===== src/rtl/dbm_pkg.sv =====
// Shared types, widths and register codes of the directional Butterworth mask.
`default_nettype none

package dbm_pkg;

  // Largest image dimension handled; sizes and indices clamp against it.
  localparam int unsigned MaxDim     = 4096;
  localparam int unsigned OutBitsDef = 16;
  localparam int unsigned MaxOrder   = 4;

  // APB register file
  localparam int unsigned PaddrW  = 5;
  localparam int unsigned DataW   = 32;
  localparam int unsigned RegIdxW = 3;

  localparam logic [RegIdxW-1:0] RegImageWidth  = 3'd0;
  localparam logic [RegIdxW-1:0] RegImageHeight = 3'd1;
  localparam logic [RegIdxW-1:0] RegFilterOrder = 3'd2;
  localparam logic [RegIdxW-1:0] RegCosTheta    = 3'd3;
  localparam logic [RegIdxW-1:0] RegSinTheta    = 3'd4;
  localparam logic [RegIdxW-1:0] RegInvRadius   = 3'd5;

  // Field widths
  localparam int unsigned PixW  = 12;
  localparam int unsigned DimW  = 13;
  localparam int unsigned OrdW  = 3;
  localparam int unsigned TrigW = 16;
  localparam int unsigned InvW  = 24;

  localparam logic [DimW-1:0]  ImageWidthRst  = 13'd256;
  localparam logic [DimW-1:0]  ImageHeightRst = 13'd256;
  localparam logic [OrdW-1:0]  FilterOrderRst = 3'd1;
  localparam logic [TrigW-1:0] CosThetaRst    = 16'd32767;
  localparam logic [TrigW-1:0] SinThetaRst    = 16'd0;
  localparam logic [InvW-1:0]  InvRadiusRst   = 24'd65536;

  // Datapath widths
  localparam int unsigned DxW      = 15;  // doubled offset, signed
  localparam int unsigned PrjW     = 31;  // projection, signed
  localparam int unsigned MagW     = 30;  // projection magnitude
  localparam int unsigned UpW      = 54;  // magnitude times inverse radius
  localparam int unsigned UShift   = 6;   // align to Q.32
  localparam int unsigned PowW     = 62;  // Q.32 power term, saturates at 2^62
  localparam int unsigned PowHalfW = 31;
  localparam int unsigned FracW    = 32;
  localparam int unsigned SumW     = 63;  // 1 + w in Q.32

  localparam logic [PowW-1:0] PowOne     = PowW'(1) << FracW;
  localparam logic [SumW-1:0] SumOne     = SumW'(1) << FracW;
  // Remainder after the leading numerator bits of 2^(2*OUT_BITS+32) are consumed
  localparam logic [SumW-1:0] DivRemInit = SumW'(1) << (FracW - 1);

  typedef struct packed {
    logic [DimW-1:0]  image_width;
    logic [DimW-1:0]  image_height;
    logic [OrdW-1:0]  filter_order;
    logic [TrigW-1:0] cos_theta;
    logic [TrigW-1:0] sin_theta;
    logic [InvW-1:0]  inv_radius;
  } cfg_t;

endpackage

`default_nettype wire


===== src/rtl/dbm_regs.sv =====
// APB configuration register file of the directional Butterworth mask.
`default_nettype none

module dbm_regs (
  input  logic                        clk_i,
  input  logic                        rst_ni,
  input  logic                        psel,
  input  logic                        penable,
  input  logic                        pwrite,
  input  logic [dbm_pkg::PaddrW-1:0]  paddr,
  input  logic [dbm_pkg::DataW-1:0]   pwdata,
  output logic [dbm_pkg::DataW-1:0]   prdata,
  output logic                        pready,
  output dbm_pkg::cfg_t               cfg_o
);
  import dbm_pkg::*;

  cfg_t               cfg_q, cfg_d;
  logic               wr_en;
  logic [RegIdxW-1:0] idx;

  assign pready = 1'b1;
  assign wr_en  = psel & penable & pwrite & pready;
  assign idx    = paddr[PaddrW-1:2];

  always_comb begin
    cfg_d = cfg_q;
    if (wr_en) begin
      unique case (idx)
        RegImageWidth:  cfg_d.image_width  = pwdata[DimW-1:0];
        RegImageHeight: cfg_d.image_height = pwdata[DimW-1:0];
        RegFilterOrder: cfg_d.filter_order = pwdata[OrdW-1:0];
        RegCosTheta:    cfg_d.cos_theta    = pwdata[TrigW-1:0];
        RegSinTheta:    cfg_d.sin_theta    = pwdata[TrigW-1:0];
        RegInvRadius:   cfg_d.inv_radius   = pwdata[InvW-1:0];
        default:        ;
      endcase
    end
  end

  always_comb begin
    unique case (idx)
      RegImageWidth:  prdata = DataW'(cfg_q.image_width);
      RegImageHeight: prdata = DataW'(cfg_q.image_height);
      RegFilterOrder: prdata = DataW'(cfg_q.filter_order);
      RegCosTheta:    prdata = DataW'(cfg_q.cos_theta);
      RegSinTheta:    prdata = DataW'(cfg_q.sin_theta);
      RegInvRadius:   prdata = DataW'(cfg_q.inv_radius);
      default:        prdata = '0;
    endcase
  end

  always_ff @(posedge clk_i or negedge rst_ni) begin
    if (!rst_ni) begin
      cfg_q.image_width  <= ImageWidthRst;
      cfg_q.image_height <= ImageHeightRst;
      cfg_q.filter_order <= FilterOrderRst;
      cfg_q.cos_theta    <= CosThetaRst;
      cfg_q.sin_theta    <= SinThetaRst;
      cfg_q.inv_radius   <= InvRadiusRst;
    end else begin
      cfg_q <= cfg_d;
    end
  end

  assign cfg_o = cfg_q;

endmodule

`default_nettype wire


===== config.mk =====
export PLATFORM = sky130hd
export DESIGN_NAME = dbm_regs
export DESIGN_NICKNAME = d
export VERILOG_FILES = /design/src/rtl/dbm_pkg.sv /design/src/rtl/dbm_regs.sv
export SDC_FILE = /design/constraint.sdc
export NUM_CORES = 1
export LEC_CHECK = 0
export CAP_MARGIN = 20
export CORE_MARGIN = 3
export CORE_UTILIZATION = 50
export DETAILED_ROUTE_END_ITERATION = 8
export DONT_BUFFER_PORTS = 1
export PLACE_DENSITY = 0.65
export SYNTH_ARGS = -nofsm -noshare
export SYNTH_HDL_FRONTEND = slang
export SYNTH_SLANG_ARGS = --single-unit
export TNS_END_PERCENT = 50

===== constraint.sdc =====
create_clock -name clk_i -period 2.4 [get_ports clk_i]
set_input_delay 0.24 -clock clk_i [delete_from_list [all_inputs] [get_ports clk_i]]
set_output_delay 0.24 -clock clk_i [all_outputs]
set_load 0.02 [all_outputs]

Yosys cells after proc, flatten, opt, wreduce, memory -nomap -nowiden. Index checks and enable logic that the tools add are counted. Widths: inputs -> output; s select.

Equal/unequal tests: 5. Reduce and logical (&&, ||, !) cells: 7. Bitwise gates (word level): 2. Mux-type cells: 1.

Operator list (count): $pmux 24 s6 (1); $reduce_and 2->1 (6); $eq 3x2->1 const B (2); $eq 3x3->1 const B (2); $eq 3x1->1 const B (1); $logic_not 3->1 (1); $and 1x1->1 (2).

Logic and storage cells: 21. Register bits: 85. Input bits: 42. Output and inout port bits: 118.

Longest topological paths before layout.
Depth after elaboration: 3. Mapped depth: 6.

Worst setup path after synthesis. OpenSTA, ideal clock, no wires.

Path kind: reg2out. Start: reg cfg_q, in the netlist cfg_o[40]. End: out prdata[0] (netlist name). Path slack: 0.860 ns. Buffers on the path: 0. Cell stages (with the launch flop): 3. Data arrival time: 1.300 ns. Cells stage by stage: dfstp_2 mux2i_1 a221oi_1.

Word-level cells in the longest chain between the ends: 1.

Ends and longest elaborated chain: from (decl) (RTL line dbm_regs.sv:18) `cfg_t cfg_q, cfg_d;`; from (signal assigned) (RTL line dbm_regs.sv:62) `cfg_q <= cfg_d;`; $pmux 24 s6 (RTL line dbm_regs.sv:42) `unique case (idx)`; to (decl) (RTL line dbm_regs.sv:12) `output logic [dbm_pkg::DataW-1:0] prdata,`.

No other way between the ends.

Final worst setup path.
Start: reg cfg_q, in the netlist cfg_o[41]. End: out prdata[1] (netlist name).

The elaborated chain is that of the path after synthesis.

==> run summary <==
Peak Freq - 527 MHz
CTS tree - done
CTS Buffer Depth - 2
Seq pwr share - 57.8%
Top delay family on crit path - flip-flops
Die area - 9540 sq um
Status - finished, final reports clean
Drt wl/cell - 22.9 microns
Global-route wire length before repair - 14.5 mm
Ratio of cells with drive above 1 in the final layout - 44.2%
Largest family of logic cells by synthesized area - multiplexers
Number of antenna violations at the first check in global routing - 0
FP Rows - 32
Worst EP arrival - 1.66 ns
Dominant cell type by area after synthesis - dfrtp_1
Top cell type's share of synthesized area - 39.3%
Worst hold path endpoint - cfg_o[48]
Reg clk slew, reported paths - 0.08 ns
CTS root buf - clkbuf_8
Congestion Overflow GR - 0
Post-synthesis mux area share - 31.8%
R2R setup slack - 1.49 ns
Fin. max-slew vios - 0
Worst-path maximum fanout - 3
EDFF count, synth - 0
Most used DFF post-synth - dfrtp_1
Critical path cell sequence - mux2i_1 > o22a_1 > a21oi_1
LEAKAGE - 2.06 nW
Cell Area, Synth - 4200 sq um
Switch Pwr - 1.37 mW
Number of global-route vias before repair - 2555
DRT Wirelength - 9.26 mm
Overall Global Routing Usage - 19.3%
Slowest stage cell, crit path - dfstp_2
Hold path start - pwdata[8]
Final Worst Setup Slack - 0.504 ns
Hold Crit Class - input port to register
R2R Path End - cfg_o[76]
Cell with the most instances after synthesis - dfrtp_1
DRC errors left - 0
Worst Tran Pin Value - 0.775 ns
Crit path time final - 1.90 ns
Simple-gate portion of the synthesized area - 5.99%
Area Overhead vs Synth - 7.42%
Yosys warns - 0
Largest net degree at the start of global routing - 86
Fin Hold WS - 0.0256 ns
WP data required - 2.16 ns
H-tree depth - 3
DRT Pass-1 Iters - 4
RSZ-0062 raised after global routing - false
Buf/Inv on CP - 0
Hold Vio Cnt, Final - 0
Switch share - 33.2%
Crit Path Category - register to primary output
Max reg flops - 85
RePlAce Congestion - 0.750
Register area share after synthesis - 51.2%
Setup TNS - 0 ns
Die width - 97.7 microns
Final nets - 340
Drt via density - 5.97
TritonCTS sink count - 85
Crit. path cell count - 3
Crit. End Element - primary output
Post-synthesis adder-cell area fraction - 0%
Hold Crit Depth - 1
# setup viols final - 0
R2R Path Start - cfg_o[76]
PortBufs - 0
Ys async rst share - 100%
Final Power - 4.13 mW
Synth cell count leaders - 66 x dfrtp_1, 58 x mux2_2, 27 x mux2i_1, 20 x mux2_4, 19 x dfstp_2
Worst rel slew slack - 48.3%
Synth Area in XOR/XNOR - 0%
Die Ht - 97.7 microns
Max Clock Skew - 0 ns
Period utilization - 79.0%
Core ar. - 7930 sq um
Postcts setup bufs - 0
Clock network fraction of total power - 27.6%
Ant diodes - 0
Area of the multi-input gates - 1840 sq um
VDD IR max - 0.515 mV
Pint - 2.76 mW
# IOs - 160
CP Launch Type - register
Cell Pwr Density - 916 nW/um^2
Max-cap violations - 0
Leading post-synthesis cells by cell area - dfrtp_1 39%, mux2_2 16%, dfstp_2 12%
Pre-CTS WS - 0.647 ns
Avg Cell Area, Syn - 14.3 sq um
# fillers - 652
Critical Path Max Stage Delay - 0.61 ns
Via count - 2416
Unique masters post-synth - 34
Compound-Gate Fraction of Synth Area - 5.15%
FF/Latch Area - 2150 sq um
Starting density of the core - 53.0%
HPWL after DPL - 6.09 mm
Clk_lat worst skew - 0.34 ns
#FFs+latches synth - 85
TritonCTS Buffers - 9
Initial drt markers - 59
Cells after synthesis - 293
FF-to-FF path depth - 1
ANT nets after route - 0
Combinational power share - 14.6%
through the flow:
stage,std cells,cell area [sq um],util (%)
6_report,405,4510,56.9
5_1_grt,405,4510,56.9
4_1_cts,398,4440,56.0
3_5_place_dp,380,4180,52.7
3_3_place_gp,380,4180,52.7
2_1_floorplan,300,4230,-
layout by cell type, fill, tap and decap left out, drive strengths merged, types with 2 or more instances in the layout:
cell / n
mux2: 88
dfrtp: 66
mux2i: 27
dfstp: 19
clkbuf: 13
conb: 9
nor2: 9
o22ai: 8
a31o: 8
and3: 8
dlygate4sd3: 8
buf: 7
nand2: 5
a221oi: 3
a21oi: 3
nand3: 3
o21ai: 3
nor2b: 2
a2bb2oi: 2
bufinv: 2
nand2b: 2
how the worst max path moves through the flow:
stage | endpoint | from | slack [ns]
2_1_floorplan | prdata[0] | cfg_o[40] | 0.86
3_3_place_gp | cfg_o[19] | paddr[3] | 0.69
3_5_place_dp | cfg_o[72] | paddr[4] | 0.65
4_1_cts | prdata[1] | cfg_o[41] | 0.47
5_1_grt | prdata[12] | cfg_o[52] | 0.40
6_report | prdata[1] | cfg_o[41] | 0.50
routing by layer:
| layer | track usage [%] | wire, microns |
|---|---|---|
| met4 | 5.11 | 96 |
| met1 | 24.4 | 3880 |
| met5 | 0 | 0 |
| met3 | 8.54 | 911 |
| met2 | 30.2 | 4370 |
power by group through the flow:
stage / registers (mW) / clock network, mW / logic (mW)
floorplan: 2.32 / 0 / 0.548
global placement: 2.41 / 0 / 0.549
detailed placement: 2.42 / 0 / 0.568
CTS: 2.40 / 1.17 / 0.603
global route: 2.44 / 1.24 / 0.661
finish: 2.39 / 1.14 / 0.604
area by class of cell:
cell class / count / share of cell area (%)
clock buffers: 13 / 3.52
clock inverters: 3 / 1.50
flip-flops and latches: 85 / 47.7
well taps: 102 / 2.83
multi-input cells: 186 / 40.7
repair buffers: 15 / 3.66
inverters: 1 / 0.0832
cell families (layout without fill, tap and decap cells):
| kind of cell | Yosys count | in the layout |
|---|---|---|
| AND/OR/NAND/NOR | 32 | 32 |
| flip-flops | 85 | 85 |
| AO/OA/AOI/OAI | 30 | 30 |
| multiplexers | 115 | 115 |
| other | 2 | 9 |
| buffers and inverters | 29 | 32 |
what timing repair did:
item / 4_1_cts / 5_1_grt
hold endpoints to repair: 85 / 8
hold buffers: 2 / 7
gates resized for setup: 0 / 0
Note: power is estimated with default switching activity, not from simulation.
