`src/rtl/dbm_pkg.sv`:
```
// Shared types, widths and register codes of the directional Butterworth mask.
`default_nettype none

package dbm_pkg;

  // Largest image dimension handled; sizes and indices clamp against it.
  localparam int unsigned MaxDim     = 4096;
  localparam int unsigned OutBitsDef = 16;
  localparam int unsigned MaxOrder   = 4;

  // APB register file
  localparam int unsigned PaddrW  = 5;
  localparam int unsigned DataW   = 32;
  localparam int unsigned RegIdxW = 3;

  localparam logic [RegIdxW-1:0] RegImageWidth  = 3'd0;
  localparam logic [RegIdxW-1:0] RegImageHeight = 3'd1;
  localparam logic [RegIdxW-1:0] RegFilterOrder = 3'd2;
  localparam logic [RegIdxW-1:0] RegCosTheta    = 3'd3;
  localparam logic [RegIdxW-1:0] RegSinTheta    = 3'd4;
  localparam logic [RegIdxW-1:0] RegInvRadius   = 3'd5;

  // Field widths
  localparam int unsigned PixW  = 12;
  localparam int unsigned DimW  = 13;
  localparam int unsigned OrdW  = 3;
  localparam int unsigned TrigW = 16;
  localparam int unsigned InvW  = 24;

  localparam logic [DimW-1:0]  ImageWidthRst  = 13'd256;
  localparam logic [DimW-1:0]  ImageHeightRst = 13'd256;
  localparam logic [OrdW-1:0]  FilterOrderRst = 3'd1;
  localparam logic [TrigW-1:0] CosThetaRst    = 16'd32767;
  localparam logic [TrigW-1:0] SinThetaRst    = 16'd0;
  localparam logic [InvW-1:0]  InvRadiusRst   = 24'd65536;

  // Datapath widths
  localparam int unsigned DxW      = 15;  // doubled offset, signed
  localparam int unsigned PrjW     = 31;  // projection, signed
  localparam int unsigned MagW     = 30;  // projection magnitude
  localparam int unsigned UpW      = 54;  // magnitude times inverse radius
  localparam int unsigned UShift   = 6;   // align to Q.32
  localparam int unsigned PowW     = 62;  // Q.32 power term, saturates at 2^62
  localparam int unsigned PowHalfW = 31;
  localparam int unsigned FracW    = 32;
  localparam int unsigned SumW     = 63;  // 1 + w in Q.32

  localparam logic [PowW-1:0] PowOne     = PowW'(1) << FracW;
  localparam logic [SumW-1:0] SumOne     = SumW'(1) << FracW;
  // Remainder after the leading numerator bits of 2^(2*OUT_BITS+32) are consumed
  localparam logic [SumW-1:0] DivRemInit = SumW'(1) << (FracW - 1);

  typedef struct packed {
    logic [DimW-1:0]  image_width;
    logic [DimW-1:0]  image_height;
    logic [OrdW-1:0]  filter_order;
    logic [TrigW-1:0] cos_theta;
    logic [TrigW-1:0] sin_theta;
    logic [InvW-1:0]  inv_radius;
  } cfg_t;

endpackage

`default_nettype wire

```
`src/rtl/dbm_isqrt.sv`:
```
// Integer square root pipeline, one root bit per stage, remainder kept incrementally.
`default_nettype none

module dbm_isqrt #(
  parameter int unsigned OUT_BITS = dbm_pkg::OutBitsDef
) (
  input  logic                 clk_i,
  input  logic                 rst_ni,
  input  logic                 en_i,
  input  logic                 vld_i,
  input  logic                 kill_i,
  input  logic [2*OUT_BITS:0]  rad_i,
  output logic                 vld_o,
  output logic                 kill_o,
  output logic [OUT_BITS:0]    root_o
);
  localparam int unsigned RadW  = 2 * OUT_BITS + 1;
  localparam int unsigned TrW   = RadW + 1;
  localparam int unsigned RootW = OUT_BITS + 1;

  logic             vld_q  [RootW];
  logic             kill_q [RootW];
  logic [RadW-1:0]  rem_q  [RootW];
  logic [RootW-1:0] root_q [RootW];

  for (genvar i = 0; i < RootW; i++) begin : g_step
    localparam int unsigned Bit = OUT_BITS - i;

    logic             vld_in, kill_in, take;
    logic [RadW-1:0]  rem_in;
    logic [RootW-1:0] root_in, root_nx;
    logic [TrW-1:0]   trial, diff;

    if (i == 0) begin : g_head
      assign vld_in  = vld_i;
      assign kill_in = kill_i;
      assign rem_in  = rad_i;
      assign root_in = '0;
    end else begin : g_body
      assign vld_in  = vld_q[i-1];
      assign kill_in = kill_q[i-1];
      assign rem_in  = rem_q[i-1];
      assign root_in = root_q[i-1];
    end

    // (r + 2^b)^2 - r^2 = r*2^(b+1) + 2^(2b)
    assign trial = (TrW'(root_in) << (Bit + 1)) + (TrW'(1) << (2 * Bit));
    assign diff  = {1'b0, rem_in} - trial;
    assign take  = {1'b0, rem_in} >= trial;

    always_comb begin
      root_nx = root_in;
      root_nx[Bit] = take;
    end

    always_ff @(posedge clk_i or negedge rst_ni) begin
      if (!rst_ni) begin
        vld_q[i] <= 1'b0;
      end else if (en_i) begin
        vld_q[i] <= vld_in;
      end
    end

    always_ff @(posedge clk_i) begin
      if (en_i) begin
        kill_q[i] <= kill_in;
        rem_q[i]  <= take ? diff[RadW-1:0] : rem_in;
        root_q[i] <= root_nx;
      end
    end
  end

  assign vld_o  = vld_q[RootW-1];
  assign kill_o = kill_q[RootW-1];
  assign root_o = root_q[RootW-1];

endmodule

`default_nettype wire
```
`config.mk`:
```
export PLATFORM = sky130hd
export DESIGN_NAME = dbm_isqrt
export DESIGN_NICKNAME = d
export VERILOG_FILES = /design/src/rtl/dbm_pkg.sv /design/src/rtl/dbm_isqrt.sv
export SDC_FILE = /design/constraint.sdc
export NUM_CORES = 1
export LEC_CHECK = 0
export ABC_AREA = 1
export ABC_CLOCK_PERIOD_IN_PS = 2400
export BUFFER_PORTS_ARGS = -buffer_cell sky130_fd_sc_hd__buf_2
export CORE_MARGIN = 2
export CORE_UTILIZATION = 41
export CTS_CLUSTER_SIZE = 16
export DETAILED_ROUTE_END_ITERATION = 7
export SYNTH_ARGS = -nofsm -noshare
export SYNTH_HDL_FRONTEND = slang
export SYNTH_SLANG_ARGS = --single-unit
export TNS_END_PERCENT = 5
```
`constraint.sdc`:
```
create_clock -name clk_i -period 2.4 [get_ports clk_i]
set_input_delay 0.24 -clock clk_i [delete_from_list [all_inputs] [get_ports clk_i]]
set_output_delay 0.24 -clock clk_i [all_outputs]
set_load 0.03 [all_outputs]
```
[Yosys cells after proc, flatten, opt, wreduce, memory -nomap -nowiden]
Memory sizes are Yosys's and may differ from the RTL's.
Cells that the tools add are included.
Word-level totals
  latch bits: 0
  register bits after elaboration: 17
  logic and storage cells: 89
  bits in read-only memories: 0
  input bits: 38
  RAM bits: 867
  memories: 3
Operators by class
  order comparisons: 17
  div/mod/pow operators: 0
  reductions and logical operators: 0
  shift-type cells: 0
  multiply operators: 0
  equal/unequal tests: 0
  multiplexer cells: 19
  bitwise operators: 0
  add/subtract/negate cells: 33
Memories
  rem_q: depth 17, bits a word 33, read ports 16, clocked after memory_dff 0, wr ports 17, RTL line dbm_isqrt.sv:23  | logic [RadW-1:0] rem_q [RootW];
  root_q: depth 17, bits a word 17, read ports 17, clocked after memory_dff 0, wr ports 17, RTL line dbm_isqrt.sv:24  | logic [RootW-1:0] root_q [RootW];
  kill_q: depth 17, bits a word 1, read ports 17, clocked after memory_dff 0, wr ports 17, RTL line dbm_isqrt.sv:22  | logic kill_q [RootW];
Operators with widths (number)
  2-to-1 mux 33 bit: 17
  subtractor 33 bit: 2
  adder 33 x 31 -> 34 bit, second input constant: 1
  >= comparator 33 x 34 -> 1 bit: 1
  adder 32 x 29 -> 33 bit, second input constant: 1
  >= comparator 33 x 19 -> 1 bit: 1
  >= comparator 33 x 20 -> 1 bit: 1
  >= comparator 33 x 21 -> 1 bit: 1
  >= comparator 33 x 22 -> 1 bit: 1
  >= comparator 33 x 23 -> 1 bit: 1
  >= comparator 33 x 24 -> 1 bit: 1
  >= comparator 33 x 25 -> 1 bit: 1
  >= comparator 33 x 26 -> 1 bit: 1
  >= comparator 33 x 27 -> 1 bit: 1
  >= comparator 33 x 28 -> 1 bit: 1
  >= comparator 33 x 29 -> 1 bit: 1
  >= comparator 33 x 30 -> 1 bit: 1
  >= comparator 33 x 31 -> 1 bit: 1
  >= comparator 33 x 32 -> 1 bit: 1
  >= comparator 33 bit: 1
  >= comparator 33 bit, second input constant: 1
  subtractor 33 x 19 -> 33 bit: 1
  subtractor 33 x 20 -> 33 bit: 1
  subtractor 33 x 21 -> 33 bit: 1
  27 further kinds: 28

[Longest topological paths before layout]
An unclocked memory read counts as a cell.
  depth in word-level cells: 4
  gate-level depth with buffers: 16
  depth with buffers taken out: 15

[Least setup slack after synthesis]
Ideal clock, no wire load.
  kind: flip-flop to flip-flop
  from: memory rem_q[0][383] (netlist bit)
  to: memory rem_q[0][408] (netlist bit) (data pin)
  arrival time: 1757 ps
  stages on the path, launching flop included: 11
  setup slack: 391 ps
  cell sequence: edfxtp_1 -> ha_1 -> a21oi_1 -> nand2_1 -> a21oi_2 -> inv_1 -> nor2_2 -> nand3_2 -> buf_6 -> nand2_1 -> nand2_1
RTL lines (RTL line)
  start, declared: dbm_isqrt.sv:23

==> metrics <==
status=finished clean; FILL cells=approximately 8.6k; Post-Route WL=92.8 mm; Vias=28.5k; worst min-delay path class=in2async; clk_skew=~0.038 ns; CTS Buffer Depth=3; syn_area_per_cell=between 9 and 10 µm²; Diodes inserted=0; # DRC=0; Final Hold Fails=0; Tot Pwr=approximately 38 mW; PortBufs=56; total CTS buffers=78; Worst Setup End Kind=register; critical path fanouts, max=28; Buf+Inv Stages, Crit Path=1; Final setup viols=0; critical path's top delay family=simple AND/OR/NAND/NOR gates; routed len/inst=15.8 µm; Initial Utilization=41.5%; power density cells=roughly 850 nW/µm²; I/O pins=57; H-tree depth=3; final layout net count=between 4k and 5k; total grt overflow=0; Register Area=roughly 21000 µm²; Tcrit/Tclk final=about 96%; Tmin final=2.30 ns; DIE WIDTH=~310 µm; flops & latches, synth=715; Max-cap violations=0; Cell variety after synth=46; Detailed Routing Iterations Pass 1=6; global-route wire length before repair=146 mm; Clock Sinks=715; setup ws final=approximately 0.097 ns; worst path required time=2.73 ns; synthesized-area fraction occupied by adder cells=5.49%; number of flops mapped to enable cells by yosys=698; largest net degree at the start of global routing=80; cell count after placement=5694; post-layout instance area=44900 µm²; core area=91900 µm²; simple-gate portion of the synthesized area=24.4%; DP HPWL=71.9 mm; post-synthesis mux area share=0.0295%; max-slew violations=0; vias in the first global route=between 20k and 30k; compound-cell area share of the yosys netlist=4.04%; placer congestion estimate=approximately 0.93; Root Buffer=clkbuf_16; CP max stage cell=edfxtp_1; Peak VDD IR=between 600 and 700 µV; synthesized area=38200 µm²; top_reg_cell synth=edfxtp_1; Worst setup SP type=register; Post-Synth XOR/XNOR Area=2.68%; CP dominant cell by count=nand2_1; main combinational cell family by area after synthesis=simple AND/OR/NAND/NOR gates; leakage power=20.2 nW; Placed Area=41500 µm²; unrepaired setup endpoints after global routing=true; vias per cell=4.84; CTS tree=built; Ys Warns=0; Vert. Die Dim=between 300 and 400 µm; drt initial violations=2133; Layout Cells excl Fill=between 5k and 6k; FP Rows=111; initial antenna violation count=0; Seq/Total Area, Yosys=56.0%; critical path class=reg2reg; Synthesized Nets=4429; CP arrival=2.63 ns; Tot GR Track Use=19.5%; pre-CTS setup slack=-0.385 ns; share of cells above drive strength 1=10.9%; worst rel slew slack=56.6%; area occupied by multi-input gates=14300 µm²; Skew-Pair Late Insertion Delay=between 0.6 and 0.7 ns; Slew @ Worst Pin=roughly 0.64 ns; Area growth, synth to finish=17.5%; Routed Antenna Nets=0; Synth async-reset ratio=2.38%; CP max stage delay=0.44 ns; CP Cell Sequence=ha_1 -> nand2_1 -> nor2_1 -> nand3_1 -> nor2_1 -> a21oi_2 -> nand2_2 -> inv_6 -> nand2_1 -> nand2_1; Die Area=95600 µm²; Worst-path clk slew=approximately 0.060 ns; Peak Freq=0.434 GHz; Syn Inst Count=4224
==> power by group <==
group | internal (mW) | switching (mW) | leakage, nW
Combinational | 3.49 | 5.86 | 12.0
Clock | 6.87 | 5.16 | 1.26
Sequential | 15.8 | 1.15 | 6.90
==> path summary, 6_finish.rpt <==
check,startpoint,endpoint,slack (ns),cells past startpoint
max,rem_q[0][479],rem_q[0][508],0.1,10
max in group asynchronous,rst_ni,g_step[1].vld_in,2.06,2
min in group clk_i,rad_i[22],rem_q[0][22],0.31,2
max reg2reg,rem_q[0][479],rem_q[0][508],0.1,10
min,rst_ni,vld_o,0.08,2
min reg2reg,kill_q[15],kill_q[16],0.42,0
==> placed cells by master (no fill, tap or decap), drive strengths merged, types with 2 or more instances in the layout <==
master,netlist,final
o21bai,13,13
dfrtp,17,17
a21oi,167,167
clkinvlp,0,6
or2,15,15
nor2,413,413
clkbuf,8,91
nor3,44,44
a211oi,3,3
nor4,24,24
clkinv,0,41
o21ai,80,80
nand4,72,72
nand3,283,283
and2,6,6
xnor2,31,31
inv,671,673
o21a,2,2
xor2,86,86
and3,3,3
dlygate4sd3,0,37
bufinv,0,6
a21o,6,6
ha,166,166
nand2,1348,1348
nand3b,26,26
edfxtp,698,698
buf,30,273
o211ai,6,6
==> registers in the layout, summed over array words and instances, names as in the netlist <==
signal and count:
rem_q 528, kill_q 17, vld_o 1, g_step.vld_in 16, root_q 153
==> metal layers <==
metal / track usage (%) / wire length, µm / part of all wire [%] / vias to the layer above
li1: - / - / - / 14550
met4: 5.76 / 2390 / 2.6 / 0
met3: 2.76 / 4190 / 4.5 / 123
met1: 26.8 / 42700 / 46 / 13217
met5: 0 / 0 / 0 / -
met2: 32.3 / 43500 / 47 / 618
==> worst reg2reg max path, delay by kind of cell, from the launching register on <==
kind            cells  cell delay, ns
simple gates        7            0.96
flops               1            0.44
buf+inv             1            0.13
fa+ha+maj           1            0.39
compound gates      1            0.08
==> repair_timing <==
item	4_1_cts	5_1_grt
buffers inserted	4	4
gates resized for setup	1	50
endpoints found under the setup margin	21	129
endpoints found under the hold margin	56	0
pin swaps	1	2
hold buffers	37	0
==> through the flow <==
step	util, %	setup TNS, ns	hold slack (ns)
after detailed placement	45.2	-5.08	0.184
after floorplan	-	0	-0.0556
after CTS	48.5	0	0.0488
after global placement	45.2	-4.17	0.176
after global routing	48.8	-0.160	0.0982
final	48.8	0	0.0756
==> area by class of cell <==
| cell class | count | area share, % |
|---|---|---|
| Tap cell | 1243 | 3.47 |
| Timing Repair Buffer | 310 | 5.60 |
| Clock inverter | 55 | 1.29 |
| Sequential cell | 715 | 47.7 |
| Inverter | 671 | 5.64 |
| Clock buffer | 91 | 4.55 |
| Multi-Input combinational cell | 2800 | 31.8 |
==> logic make-up (layout without fill, tap and decap cells) <==
| group | after synthesis | after routing |
|---|---|---|
| AOI/OAI and AO/OA | 279 | 279 |
| xor gates and xnor gates | 117 | 117 |
| adders and majority gates | 167 | 167 |
| buffers and inverters | 709 | 1127 |
| DFF | 715 | 715 |
| muxes | 1 | 1 |
| other | 1 | 1 |
| and+or+nand+nor | 2235 | 2235 |
==> cell usage after synthesis (31+ instances only) <==
cell | instances | area, µm²
a21oi_1 | 155 | 776
edfxtp_1 | 698 | 21000
ha_1 | 166 | 2080
inv_1 | 663 | 2490
nand2_1 | 1336 | 5010
nand3_1 | 281 | 1410
nand4_1 | 71 | 444
nor2_1 | 393 | 1480
nor3_1 | 44 | 220
o21ai_0 | 73 | 365
xnor2_1 | 31 | 272
xor2_1 | 86 | 753
No activity file was read; power rests on OpenSTA's default activity.
